--- src/rtl/core/rfst_pkg.sv ---
`timescale 1ns / 1ps
`default_nettype none

package rfst_pkg;

   localparam int MODE_W     = 2;
   localparam int TIME_W     = 48;
   localparam int MEAN_W     = 16;
   localparam int STATUS_W   = 3;
   localparam int SEQ_W      = 32;
   localparam int SKIP_W     = 8;
   localparam int GAP_CFG_W  = 24;
   localparam int CSR_IDX_W  = 3;
   localparam int CSR_DATA_W = 24;

   localparam logic [MODE_W-1:0] MODE_COLOR = 2'd0;
   localparam logic [MODE_W-1:0] MODE_DEPTH = 2'd1;
   localparam logic [MODE_W-1:0] MODE_ARM   = 2'd2;

   localparam logic [STATUS_W-1:0] STATUS_IGNORED     = 3'd0;
   localparam logic [STATUS_W-1:0] STATUS_SAVED       = 3'd1;
   localparam logic [STATUS_W-1:0] STATUS_SKIPPED     = 3'd2;
   localparam logic [STATUS_W-1:0] STATUS_OUT_OF_SYNC = 3'd3;
   localparam logic [STATUS_W-1:0] STATUS_LENS_COVER  = 3'd4;
   localparam logic [STATUS_W-1:0] STATUS_ARMED       = 3'd5;

   localparam logic [CSR_IDX_W-1:0] REG_SAVE_SEQUENCE = 3'd0;
   localparam logic [CSR_IDX_W-1:0] REG_FRAME_SKIP    = 3'd1;
   localparam logic [CSR_IDX_W-1:0] REG_SAME_WINDOW   = 3'd2;
   localparam logic [CSR_IDX_W-1:0] REG_SYNC_TIMEOUT  = 3'd3;
   localparam logic [CSR_IDX_W-1:0] REG_LENS_THRESH   = 3'd4;

   localparam logic [GAP_CFG_W-1:0] WINDOW_RESET  = 24'd10000;
   localparam logic [GAP_CFG_W-1:0] TIMEOUT_RESET = 24'd2000000;
   localparam logic [MEAN_W-1:0]    LENS_RESET    = 16'd16250;

   typedef struct packed {
      logic capture;
      logic decide;
      logic new_check;
      logic scan_cmp;
      logic div_step;
      logic push;
      logic emit;
   } cmd_type;

   typedef struct packed {
      logic direct;
      logic other_empty;
      logic newer;
      logic scan_last;
      logic found;
      logic div_last;
      logic out_free;
   } stat_type;

endpackage

`default_nettype wire

--- src/rtl/core/rfst_if.sv ---
`timescale 1ns / 1ps
`default_nettype none

interface rfst_req_if;
   logic                         valid;
   logic                         ready;
   logic [rfst_pkg::MODE_W-1:0]  mode;
   logic [rfst_pkg::TIME_W-1:0]  frame_time_us;
   logic [rfst_pkg::MEAN_W-1:0]  depth_mean;
   modport source (output valid, mode, frame_time_us, depth_mean, input ready);
   modport sink (input valid, mode, frame_time_us, depth_mean, output ready);
endinterface

interface rfst_rsp_if;
   logic                          valid;
   logic                          ready;
   logic [rfst_pkg::STATUS_W-1:0] status;
   logic [rfst_pkg::SEQ_W-1:0]    sequence_number;
   modport source (output valid, status, sequence_number, input ready);
   modport sink (input valid, status, sequence_number, output ready);
endinterface

interface rfst_csr_if;
   logic                            valid;
   logic                            ready;
   logic [rfst_pkg::CSR_IDX_W-1:0]  index;
   logic [rfst_pkg::CSR_DATA_W-1:0] data;
   modport source (output valid, index, data, input ready);
   modport sink (input valid, index, data, output ready);
endinterface

`default_nettype wire

--- src/rtl/core/rfst_ram.sv ---
`timescale 1ns / 1ps
`default_nettype none

module rfst_ram #(
   parameter int WIDTH = 80,
   parameter int DEPTH = 10
) (
   input  wire logic                                   clock,
   input  wire logic                                   we,
   input  wire logic [((DEPTH > 1) ? $clog2(DEPTH) : 1)-1:0] waddr,
   input  wire logic [WIDTH-1:0]                       wdata,
   input  wire logic [((DEPTH > 1) ? $clog2(DEPTH) : 1)-1:0] raddr,
   output logic      [WIDTH-1:0]                       rdata
);
   logic [WIDTH-1:0] mem [DEPTH];

   always_ff @(posedge clock) begin
      if (we) begin
         mem[waddr] <= wdata;
      end
      rdata <= mem[raddr];
   end
endmodule

`default_nettype wire

--- src/rtl/core/rfst_ctrl.sv ---
`timescale 1ns / 1ps
`default_nettype none

module rfst_ctrl (
   input  wire logic               clock,
   input  wire logic               reset,
   input  wire logic               req_valid,
   output logic                    req_ready,
   output rfst_pkg::cmd_type       cmd,
   input  wire rfst_pkg::stat_type stat
);
   import rfst_pkg::*;

   typedef enum logic [8:0] {
      S_IDLE      = 9'b000000001,
      S_DECIDE    = 9'b000000010,
      S_NEW_WAIT  = 9'b000000100,
      S_NEW_CHK   = 9'b000001000,
      S_SCAN_CMP  = 9'b000010000,
      S_SCAN_WAIT = 9'b000100000,
      S_DIV       = 9'b001000000,
      S_PUSH      = 9'b010000000,
      S_EMIT      = 9'b100000000
   } state_type;

   state_type state_ff, state_in;

   assign req_ready = (state_ff == S_IDLE);

   always_comb begin
      state_in = state_ff;
      cmd      = '0;
      case (state_ff)
         S_IDLE: begin
            cmd.capture = req_valid;
            if (req_valid) state_in = S_DECIDE;
         end
         S_DECIDE: begin
            cmd.decide = 1'b1;
            if (stat.direct)           state_in = S_EMIT;
            else if (stat.other_empty) state_in = S_DIV;
            else                       state_in = S_NEW_WAIT;
         end
         S_NEW_WAIT: state_in = S_NEW_CHK;
         S_NEW_CHK: begin
            cmd.new_check = 1'b1;
            state_in = stat.newer ? S_DIV : S_SCAN_CMP;
         end
         S_SCAN_CMP: begin
            cmd.scan_cmp = 1'b1;
            if (stat.scan_last) state_in = stat.found ? S_DIV : S_EMIT;
            else                state_in = S_SCAN_WAIT;
         end
         S_SCAN_WAIT: state_in = S_SCAN_CMP;
         S_DIV: begin
            cmd.div_step = 1'b1;
            if (stat.div_last) state_in = S_PUSH;
         end
         S_PUSH: begin
            cmd.push = 1'b1;
            state_in = S_EMIT;
         end
         S_EMIT: begin
            cmd.emit = stat.out_free;
            if (stat.out_free) state_in = S_IDLE;
         end
         default: state_in = S_IDLE;
      endcase
   end

   always_ff @(posedge clock) begin
      if (reset) state_ff <= S_IDLE;
      else       state_ff <= state_in;
   end
endmodule

`default_nettype wire

--- src/rtl/core/rfst_datapath.sv ---
`timescale 1ns / 1ps
`default_nettype none

module rfst_datapath #(
   parameter int HISTORY_DEPTH = 10
) (
   input  wire logic                              clock,
   input  wire logic                              reset,
   input  wire rfst_pkg::cmd_type                 cmd,
   output rfst_pkg::stat_type                     stat,
   input  wire logic                              csr_valid,
   input  wire logic [rfst_pkg::CSR_IDX_W-1:0]    csr_index,
   input  wire logic [rfst_pkg::CSR_DATA_W-1:0]   csr_data,
   input  wire logic [rfst_pkg::MODE_W-1:0]       req_mode,
   input  wire logic [rfst_pkg::TIME_W-1:0]       req_time,
   input  wire logic [rfst_pkg::MEAN_W-1:0]       req_mean,
   output logic                                   rsp_valid,
   input  wire logic                              rsp_ready,
   output logic      [rfst_pkg::STATUS_W-1:0]     rsp_status,
   output logic      [rfst_pkg::SEQ_W-1:0]        rsp_seq
);
   import rfst_pkg::*;

   localparam int AW = (HISTORY_DEPTH > 1) ? $clog2(HISTORY_DEPTH) : 1;
   localparam int CW = $clog2(HISTORY_DEPTH + 1);
   localparam int EW = SEQ_W + TIME_W;
   localparam logic [AW-1:0] LAST_ADDR = AW'(HISTORY_DEPTH - 1);
   localparam logic [CW-1:0] FULL_CNT  = CW'(HISTORY_DEPTH);

   // configuration
   logic                 save_seq_ff, save_seq_in;
   logic [SKIP_W-1:0]    skip_ff, skip_in;
   logic [GAP_CFG_W-1:0] window_ff, window_in;
   logic [GAP_CFG_W-1:0] timeout_ff, timeout_in;
   logic [MEAN_W-1:0]    lens_thr_ff, lens_thr_in;
   // control state
   logic [SEQ_W-1:0]     counter_ff, counter_in;
   logic                 lens_ff, lens_in;
   logic                 arm_ff, arm_in;
   logic [AW-1:0]        col_ptr_ff, col_ptr_in, dep_ptr_ff, dep_ptr_in;
   logic [CW-1:0]        col_cnt_ff, col_cnt_in, dep_cnt_ff, dep_cnt_in;
   logic                 rsp_valid_ff, rsp_valid_in;
   // working payload
   logic [MODE_W-1:0]    mode_ff, mode_in;
   logic [TIME_W-1:0]    time_ff, time_in;
   logic [MEAN_W-1:0]    mean_ff, mean_in;
   logic [SEQ_W-1:0]     seq_ff, seq_in;
   logic [STATUS_W-1:0]  status_ff, status_in;
   logic [TIME_W-1:0]    best_ff, best_in;
   logic                 found_ff, found_in;
   logic [CW-1:0]        remain_ff, remain_in;
   logic [AW-1:0]        rd_addr_ff, rd_addr_in;
   logic [SKIP_W-1:0]    rem_ff, rem_in;
   logic [4:0]           bit_ff, bit_in;
   logic [STATUS_W-1:0]  out_status_ff, out_status_in;
   logic [SEQ_W-1:0]     out_seq_ff, out_seq_in;

   logic [EW-1:0]     col_q, dep_q, oth_q;
   logic              is_depth, saving, mean_high, newer, scan_hit, out_free;
   logic [AW-1:0]     oth_ptr, own_ptr, own_ptr_next, newest_addr, prev_addr;
   logic [CW-1:0]     oth_cnt, own_cnt;
   logic [SEQ_W-1:0]  e_seq, seq_inc;
   logic [TIME_W-1:0] e_time, fwd_gap, abs_gap;
   logic [SKIP_W:0]   divisor, rem_sh, rem_sub;
   logic              direct;

   assign is_depth    = (mode_ff == MODE_DEPTH);
   assign oth_ptr     = is_depth ? col_ptr_ff : dep_ptr_ff;
   assign oth_cnt     = is_depth ? col_cnt_ff : dep_cnt_ff;
   assign own_ptr     = is_depth ? dep_ptr_ff : col_ptr_ff;
   assign own_cnt     = is_depth ? dep_cnt_ff : col_cnt_ff;
   assign own_ptr_next = (own_ptr == LAST_ADDR) ? '0 : own_ptr + 1'b1;
   assign newest_addr = (oth_ptr == '0) ? LAST_ADDR : oth_ptr - 1'b1;
   assign prev_addr   = (rd_addr_ff == '0) ? LAST_ADDR : rd_addr_ff - 1'b1;
   assign oth_q       = is_depth ? col_q : dep_q;
   assign e_seq       = oth_q[EW-1:TIME_W];
   assign e_time      = oth_q[TIME_W-1:0];
   assign newer       = time_ff > e_time;
   assign fwd_gap     = time_ff - e_time;
   assign abs_gap     = newer ? fwd_gap : e_time - time_ff;
   assign scan_hit    = abs_gap < best_ff;
   assign saving      = save_seq_ff | arm_ff;
   assign mean_high   = mean_ff > lens_thr_ff;
   assign seq_inc     = counter_ff + 1'b1;
   assign out_free    = !rsp_valid_ff || rsp_ready;

   // restoring remainder, one dividend bit per step
   assign divisor = {1'b0, skip_ff} + 1'b1;
   assign rem_sh  = {rem_ff, seq_ff[~bit_ff]};
   assign rem_sub = (rem_sh >= divisor) ? rem_sh - divisor : rem_sh;

   always_comb begin
      case (mode_ff)
         MODE_COLOR: direct = !saving || lens_ff;
         MODE_DEPTH: direct = !saving || mean_high;
         default:    direct = 1'b1;
      endcase
   end

   always_comb begin
      stat.direct      = direct;
      stat.other_empty = (oth_cnt == '0);
      stat.newer       = newer;
      stat.scan_last   = (remain_ff == CW'(1));
      stat.found       = found_ff || scan_hit;
      stat.div_last    = (bit_ff == 5'd31);
      stat.out_free    = out_free;
   end

   always_comb begin
      save_seq_in   = save_seq_ff;
      skip_in       = skip_ff;
      window_in     = window_ff;
      timeout_in    = timeout_ff;
      lens_thr_in   = lens_thr_ff;
      counter_in    = counter_ff;
      lens_in       = lens_ff;
      arm_in        = arm_ff;
      col_ptr_in    = col_ptr_ff;
      dep_ptr_in    = dep_ptr_ff;
      col_cnt_in    = col_cnt_ff;
      dep_cnt_in    = dep_cnt_ff;
      mode_in       = mode_ff;
      time_in       = time_ff;
      mean_in       = mean_ff;
      seq_in        = seq_ff;
      status_in     = status_ff;
      best_in       = best_ff;
      found_in      = found_ff;
      remain_in     = remain_ff;
      rd_addr_in    = rd_addr_ff;
      rem_in        = '0;
      bit_in        = '0;
      out_status_in = out_status_ff;
      out_seq_in    = out_seq_ff;
      rsp_valid_in  = rsp_ready ? 1'b0 : rsp_valid_ff;

      if (csr_valid) begin
         case (csr_index)
            REG_SAVE_SEQUENCE: save_seq_in = csr_data[0];
            REG_FRAME_SKIP:    skip_in     = csr_data[SKIP_W-1:0];
            REG_SAME_WINDOW:   window_in   = csr_data;
            REG_SYNC_TIMEOUT:  timeout_in  = csr_data;
            REG_LENS_THRESH:   lens_thr_in = csr_data[MEAN_W-1:0];
            default: ;
         endcase
      end

      if (cmd.capture) begin
         mode_in = req_mode;
         time_in = req_time;
         mean_in = req_mean;
      end

      if (cmd.decide) begin
         seq_in     = '0;
         status_in  = STATUS_IGNORED;
         rd_addr_in = newest_addr;
         if (mode_ff == MODE_ARM) begin
            arm_in    = 1'b1;
            status_in = STATUS_ARMED;
         end else if (is_depth && saving && mean_high) begin
            lens_in   = 1'b1;
            status_in = STATUS_LENS_COVER;
            if (save_seq_ff) counter_in = '0;
         end else if (!direct) begin
            if (is_depth) lens_in = 1'b0;
            if (oth_cnt == '0) begin
               counter_in = seq_inc;
               seq_in     = seq_inc;
            end
         end
      end

      if (cmd.new_check) begin
         best_in   = {{(TIME_W-GAP_CFG_W){1'b0}}, timeout_ff};
         found_in  = 1'b0;
         remain_in = oth_cnt;
         if (newer) begin
            if (fwd_gap < {{(TIME_W-GAP_CFG_W){1'b0}}, window_ff}) begin
               seq_in = e_seq;
            end else begin
               counter_in = seq_inc;
               seq_in     = seq_inc;
            end
         end
      end

      // newest entry first, strict compare keeps the newest on ties
      if (cmd.scan_cmp) begin
         remain_in  = remain_ff - 1'b1;
         rd_addr_in = prev_addr;
         if (scan_hit) begin
            best_in  = abs_gap;
            seq_in   = e_seq;
            found_in = 1'b1;
         end
         if (remain_ff == CW'(1) && !(found_ff || scan_hit)) begin
            seq_in    = '0;
            status_in = STATUS_OUT_OF_SYNC;
         end
      end

      if (cmd.div_step) begin
         rem_in = rem_sub[SKIP_W-1:0];
         bit_in = bit_ff + 1'b1;
      end else if (cmd.push) begin
         rem_in = rem_ff;
      end

      if (cmd.push) begin
         if (is_depth) begin
            dep_ptr_in = own_ptr_next;
            if (own_cnt != FULL_CNT) dep_cnt_in = own_cnt + 1'b1;
         end else begin
            col_ptr_in = own_ptr_next;
            if (own_cnt != FULL_CNT) col_cnt_in = own_cnt + 1'b1;
         end
         if (rem_ff != '0) begin
            status_in = STATUS_SKIPPED;
         end else begin
            status_in = STATUS_SAVED;
            arm_in    = 1'b0;
         end
      end

      if (cmd.emit) begin
         rsp_valid_in  = 1'b1;
         out_status_in = status_ff;
         out_seq_in    = seq_ff;
      end
   end

   always_ff @(posedge clock) begin
      if (reset) begin
         save_seq_ff  <= 1'b0;
         skip_ff      <= '0;
         window_ff    <= WINDOW_RESET;
         timeout_ff   <= TIMEOUT_RESET;
         lens_thr_ff  <= LENS_RESET;
         counter_ff   <= '0;
         lens_ff      <= 1'b1;
         arm_ff       <= 1'b0;
         col_ptr_ff   <= '0;
         dep_ptr_ff   <= '0;
         col_cnt_ff   <= '0;
         dep_cnt_ff   <= '0;
         rsp_valid_ff <= 1'b0;
      end else begin
         save_seq_ff  <= save_seq_in;
         skip_ff      <= skip_in;
         window_ff    <= window_in;
         timeout_ff   <= timeout_in;
         lens_thr_ff  <= lens_thr_in;
         counter_ff   <= counter_in;
         lens_ff      <= lens_in;
         arm_ff       <= arm_in;
         col_ptr_ff   <= col_ptr_in;
         dep_ptr_ff   <= dep_ptr_in;
         col_cnt_ff   <= col_cnt_in;
         dep_cnt_ff   <= dep_cnt_in;
         rsp_valid_ff <= rsp_valid_in;
      end
   end

   always_ff @(posedge clock) begin
      mode_ff       <= mode_in;
      time_ff       <= time_in;
      mean_ff       <= mean_in;
      seq_ff        <= seq_in;
      status_ff     <= status_in;
      best_ff       <= best_in;
      found_ff      <= found_in;
      remain_ff     <= remain_in;
      rd_addr_ff    <= rd_addr_in;
      rem_ff        <= rem_in;
      bit_ff        <= bit_in;
      out_status_ff <= out_status_in;
      out_seq_ff    <= out_seq_in;
   end

   rfst_ram #(.WIDTH(EW), .DEPTH(HISTORY_DEPTH)) u_color_hist (
      .clock (clock),
      .we    (cmd.push && !is_depth),
      .waddr (own_ptr),
      .wdata ({seq_ff, time_ff}),
      .raddr (rd_addr_ff),
      .rdata (col_q)
   );

   rfst_ram #(.WIDTH(EW), .DEPTH(HISTORY_DEPTH)) u_depth_hist (
      .clock (clock),
      .we    (cmd.push && is_depth),
      .waddr (own_ptr),
      .wdata ({seq_ff, time_ff}),
      .raddr (rd_addr_ff),
      .rdata (dep_q)
   );

   assign rsp_valid  = rsp_valid_ff;
   assign rsp_status = out_status_ff;
   assign rsp_seq    = out_seq_ff;
endmodule

`default_nettype wire

--- src/rtl/core/rgbd_frame_sync_tagger_core.sv ---
// Tags color and depth frame items with shared sequence numbers by matching each
// timestamp against a circular history (HISTORY_DEPTH entries) of the other stream,
// held in a small RAM. One item is worked at a time. Arm, ignored and lens-covered
// items go straight to the result; a frame against an empty history goes straight
// to the remainder; a frame newer than the history is checked against its newest
// entry first; an older frame scans the history, newest entry first, then takes the
// remainder, or goes to the result when it is out of sync. The time taken is set by
// the history scan through the RAM's registered read port and by the 32-step
// remainder for frame-skip decimation; a stalled output holds the controller.
// A finished result waits in an output register; the next item is taken as soon
// as the controller returns to idle. Configuration writes are taken every cycle.
`timescale 1ns / 1ps
`default_nettype none

module rgbd_frame_sync_tagger_core #(
   parameter int HISTORY_DEPTH = 10
) (
   input  wire logic  clock,
   input  wire logic  reset,
   rfst_req_if.sink   req_chan,
   rfst_rsp_if.source rsp_chan,
   rfst_csr_if.sink   csr_chan
);
   import rfst_pkg::*;

   cmd_type  cmd;
   stat_type stat;
   logic     req_ready;

   assign req_chan.ready = req_ready;
   assign csr_chan.ready = 1'b1;

   rfst_ctrl u_ctrl (
      .clock     (clock),
      .reset     (reset),
      .req_valid (req_chan.valid),
      .req_ready (req_ready),
      .cmd       (cmd),
      .stat      (stat)
   );

   rfst_datapath #(.HISTORY_DEPTH(HISTORY_DEPTH)) u_datapath (
      .clock      (clock),
      .reset      (reset),
      .cmd        (cmd),
      .stat       (stat),
      .csr_valid  (csr_chan.valid),
      .csr_index  (csr_chan.index),
      .csr_data   (csr_chan.data),
      .req_mode   (req_chan.mode),
      .req_time   (req_chan.frame_time_us),
      .req_mean   (req_chan.depth_mean),
      .rsp_valid  (rsp_chan.valid),
      .rsp_ready  (rsp_chan.ready),
      .rsp_status (rsp_chan.status),
      .rsp_seq    (rsp_chan.sequence_number)
   );
endmodule

`default_nettype wire

--- src/flat_wrapper.sv ---
// flat-port wrapper written by rule: the top's interface ports become plain ports
module rgbd_frame_sync_tagger_core_flat import rfst_pkg::*;
#(
   parameter int HISTORY_DEPTH = 10
)
  (clock, reset, req_chan_valid, req_chan_mode, req_chan_frame_time_us, req_chan_depth_mean, req_chan_ready, rsp_chan_valid, rsp_chan_status, rsp_chan_sequence_number, rsp_chan_ready, csr_chan_valid, csr_chan_index, csr_chan_data, csr_chan_ready);
  rfst_req_if req_chan_i ();
  rfst_rsp_if rsp_chan_i ();
  rfst_csr_if csr_chan_i ();
  input  wire logic clock;
  input  wire logic reset;
  input wire logic [$bits(req_chan_i.valid)-1:0] req_chan_valid;
  input wire logic [$bits(req_chan_i.mode)-1:0] req_chan_mode;
  input wire logic [$bits(req_chan_i.frame_time_us)-1:0] req_chan_frame_time_us;
  input wire logic [$bits(req_chan_i.depth_mean)-1:0] req_chan_depth_mean;
  output wire logic [$bits(req_chan_i.ready)-1:0] req_chan_ready;
  output wire logic [$bits(rsp_chan_i.valid)-1:0] rsp_chan_valid;
  output wire logic [$bits(rsp_chan_i.status)-1:0] rsp_chan_status;
  output wire logic [$bits(rsp_chan_i.sequence_number)-1:0] rsp_chan_sequence_number;
  input wire logic [$bits(rsp_chan_i.ready)-1:0] rsp_chan_ready;
  input wire logic [$bits(csr_chan_i.valid)-1:0] csr_chan_valid;
  input wire logic [$bits(csr_chan_i.index)-1:0] csr_chan_index;
  input wire logic [$bits(csr_chan_i.data)-1:0] csr_chan_data;
  output wire logic [$bits(csr_chan_i.ready)-1:0] csr_chan_ready;
  assign req_chan_i.valid = req_chan_valid;
  assign req_chan_i.mode = req_chan_mode;
  assign req_chan_i.frame_time_us = req_chan_frame_time_us;
  assign req_chan_i.depth_mean = req_chan_depth_mean;
  assign req_chan_ready = req_chan_i.ready;
  assign rsp_chan_valid = rsp_chan_i.valid;
  assign rsp_chan_status = rsp_chan_i.status;
  assign rsp_chan_sequence_number = rsp_chan_i.sequence_number;
  assign rsp_chan_i.ready = rsp_chan_ready;
  assign csr_chan_i.valid = csr_chan_valid;
  assign csr_chan_i.index = csr_chan_index;
  assign csr_chan_i.data = csr_chan_data;
  assign csr_chan_ready = csr_chan_i.ready;
  rgbd_frame_sync_tagger_core #(.HISTORY_DEPTH(HISTORY_DEPTH)) u_core (.clock(clock), .reset(reset), .req_chan(req_chan_i), .rsp_chan(rsp_chan_i), .csr_chan(csr_chan_i));
endmodule
--- config.mk ---
export PLATFORM = sky130hd
export DESIGN_NAME = rgbd_frame_sync_tagger_core_flat
export DESIGN_NICKNAME = d
export VERILOG_FILES = /design/src/rtl/core/rfst_pkg.sv /design/src/rtl/core/rfst_if.sv /design/src/rtl/core/rfst_ram.sv /design/src/rtl/core/rfst_ctrl.sv /design/src/rtl/core/rfst_datapath.sv /design/src/rtl/core/rgbd_frame_sync_tagger_core.sv /design/src/flat_wrapper.sv
export SDC_FILE = /design/constraint.sdc
export NUM_CORES = 2
export LEC_CHECK = 0
export ABC_AREA = 1
export BUFFER_PORTS_ARGS = -buffer_cell sky130_fd_sc_hd__buf_2
export CAP_MARGIN = 20
export CORE_UTILIZATION = 40
export CTS_CLUSTER_DIAMETER = 50
export DETAILED_ROUTE_END_ITERATION = 6
export HOLD_SLACK_MARGIN = 0.02
export PLACE_DENSITY = 0.58
export SLEW_MARGIN = 25
export SYNTH_ARGS = -nofsm -noshare
export SYNTH_HDL_FRONTEND = slang
export SYNTH_HIERARCHICAL = 1
export SYNTH_SLANG_ARGS = --single-unit
--- constraint.sdc ---
create_clock -name clock -period 16.3 [get_ports clock]
set_input_delay 3.26 -clock clock [delete_from_list [all_inputs] [get_ports clock]]
set_output_delay 3.26 -clock clock [all_outputs]
set_load 0.005 [all_outputs]
==> results.md <==
* Outcome: finished, violations left
* Failing checks: design-rule violations
* Peak supply drop at 120 uV
* Rel. slew slack at 25.1%
* Post-DP HPWL at 181000 um
* Core area at 239000 um^2
* Post-synth EDFFs at 1717
* Commonest cells in the synthesized netlist: 2762 x nand2_1, 1717 x edfxtp_1, 1610 x inv_1
* MaxCap Viol Count at 0
* 1st-iter DRT viols at 7169
* Most Frequent Cell on Critical Path: nand2_1
* Distinct cells, synth at 62
* Hold-fix buffers at CTS at 0
* Final Wtd Congestion at 1.00
* Vias in the first global route at 66100
* DIE WIDTH at 493 um
* # H-tree levels at 5
* Port buffer count at 134
* Drt total wl at 298000 um
* CTS tree: built
* Post-CTS Setup Inserts at 0
* Total GRT Usage at 24.1%
* Final setup violation count at 0
* Layout cells sized above 1 at 8.64%
* Post-synth ARST share at 0%
* Flops & latches, synth at 2099
* Root Buffer: clkbuf_16
* Clk slew on worst S/H paths at 0.06 ns
* Post-Synthesis Cell Area at 96300 um^2
* Fmax at 104 MHz
* Worst Hold Class: flop to flop
* Worst path required time at 17.10 ns
* Critical path peak fanout at 72
* Average wire per standard cell at 21.8 um
* Synth top area share at 53.5%
* Cts bufs inserted at 277
* Post_cts resized at 0
* Slew @ Worst Pin at 1.12 ns
* Worst Setup End Kind: flop
* RSZ-0062 raised after global routing: false
* DIE HEIGHT at 493 um
* Period utilization at 59.0%
* Final Slew Violations at 0
* Num ports at 136
* Mapped Cells at 10100
* Critical path's largest stage delay at 0.76 ns
* Initial antenna violation count at 12
* Synth area leaders: edfxtp_1 54%, nand2_1 11%, dfxtp_1 7.9%
* P per Cell Area at 129 nW/um^2
* 1st-pass router iterations at 7
* Die area at 243000 um^2
* # clock sinks at 2099
* Via density at 5.15
* # DRC at 2
* Count leader, synth: nand2_1
* Area Growth Syn to Fin at 13.3%
* Largest net degree at the start of global routing at 180
* Initial Util at 40.4%
* Total negative slack at 0 ns
* Footprint of the multi-input gates at 28700 um^2
* Fill cell count at 22400
* Crit path DAT at 10.42 ns
* First-pass GRT wire length at 438000 um
* Gr ovfl total at 0
* Main synth FF type: edfxtp_1
* Sequential share of the synthesized area at 61.5%
* CTS Buffer Depth at 4
* Power, Total at 0.0141 W
* Site Rows at 179
* Warnings, synthesis at 6
* Mean post-synth cell area at 9.50 um^2
* Final hold violations at 0
* Nets at 10600
* Register Area at 59200 um^2
* Clk_lat worst skew at 0.95 ns
* Vias at 70200
* CP Launch Type: flop
* Minimum clock period at 9.62 ns
* Clk_skew at 0.0891 ns
* Crit path kind: flop to flop
* Antenna-violating nets left at 0
* Slowest cell on the critical path: nor2_4
* Syn nets at 10400
* Largest area contributor in the netlist: edfxtp_1
* Leakage at 46.7 nW
-- state kept, by name, summed over array words and instances, names as in the netlist, 5 cells and up --
signal / flops
u_core/u_datapath/u_color_hist/mem: 800
u_core/u_datapath/u_depth_hist/mem: 800
u_core/u_datapath/u_color_hist/rdata: 80
u_core/u_datapath/u_depth_hist/rdata: 80
u_core/u_datapath/best_ff: 48
u_core/u_datapath/time_ff: 48
u_core/u_datapath/counter_ff: 32
u_core/u_datapath/rsp_seq: 32
u_core/u_datapath/seq_ff: 32
u_core/u_datapath/timeout_ff: 24
u_core/u_datapath/window_ff: 24
u_core/u_datapath/lens_thr_ff: 16
u_core/u_datapath/mean_ff: 16
u_core/u_ctrl/state_ff: 9
u_core/u_datapath/rem_ff: 8
u_core/u_datapath/skip_ff: 8
u_core/u_datapath/bit_ff: 5
-- final timing paths --
kind	startpoint	to	slack, ns	cells past startpoint
max	u_core/u_datapath/mode_ff[1]	u_core/u_datapath/seq_ff[31]	6.68	38
min	u_core/u_datapath/u_color_hist/mem[9][5]	u_core/u_datapath/u_color_hist/rdata[5]	0.41	2
max reg2reg	u_core/u_datapath/mode_ff[1]	u_core/u_datapath/seq_ff[31]	6.68	38
min reg2reg	u_core/u_datapath/u_color_hist/mem[9][5]	u_core/u_datapath/u_color_hist/rdata[5]	0.41	2
-- layout make-up --
type,count,share of cell area (%)
clock buffer,364,7.08
antenna,7,0.0161
inverter,1640,5.70
timing repair buffer,281,1.76
multi-input combinational,5960,26.3
tap,3167,3.63
sequential,2099,54.3
clock inverter,122,1.22
-- critical path, delay by kind of cell (launching register included) --
family          cells  cell delay (ns)
fa+ha+maj           3             1.10
compound gates      5             1.14
simple gates       21             3.02
buf+inv             9             3.48
flops               1             0.47
-- cells in the final DEF (no fill, tap or decap), types with 11 or more instances in the layout --
master and n:
nand2_1 2761, edfxtp_1 1717, inv_1 1606, nand3_1 1127
nor2_1 576, o21ai_0 468, dfxtp_1 372, a21oi_1 286
clkbuf_16 283, ha_1 199, buf_4 135, buf_2 134
xor2_1 83, clkbuf_1 47, nand2_2 47, mux2i_1 39
clkbuf_8 34, clkinv_2 33, nor2_4 33, nand4_1 33
nor2_2 32, nor3_1 29, o211ai_1 25, a21oi_2 25
o31ai_1 20, clkinvlp_4 19, bufinv_16 19, clkinv_1 18
inv_6 17, xnor2_1 17, o21ai_1 16, inv_2 14
nor4_1 14, clkinv_4 13, nand3b_1 12, a21boi_0 11
-- stage by stage --
step	util [%]	cell area, um^2	hold WS [ns]	std cells	worst slack [ns]
after floorplan	-	96300	0.409	10100	8.81
after global placement	41.8	99900	0.443	13100	7.05
after detailed placement	41.9	100000	0.443	13100	6.85
after CTS	45.7	109000	0.412	13600	6.83
after global routing	45.7	109000	0.436	13600	6.02
final	45.7	109000	0.415	13600	6.68
-- metal layers --
layer | GRT usage (%) | vias up | wire [um]
met4 | 6.06 | 4 | 6210
li1 | - | 33200 | -
met3 | 3.63 | 391 | 22800
met2 | 37.3 | 2538 | 133000
met5 | 0 | - | 26
met1 | 35.4 | 34100 | 136000
-- where the power goes --
part / total (W) / internal, W / switching [W] / leakage [nW]
logic: 0.00214 / 0.000576 / 0.00157 / 24.6
clock network: 0.00598 / 0.00366 / 0.00232 / 4.41
registers: 0.00598 / 0.00592 / 0.0000619 / 17.7
total: 0.0141 / 0.0102 / 0.00395 / 46.7
-- logic make-up after synthesis --
group / after synthesis / synth area share (%)
compound gates: 920 / 5.22
xor+xnor: 100 / 0.909
fa+ha+maj: 202 / 2.65
buf+inv: 2080 / 8.94
flops: 2099 / 61.5
mux: 39 / 0.405
other cells: 1 / 0.00389
simple gates: 4698 / 20.4
Power figures use the tool's default switching activity.
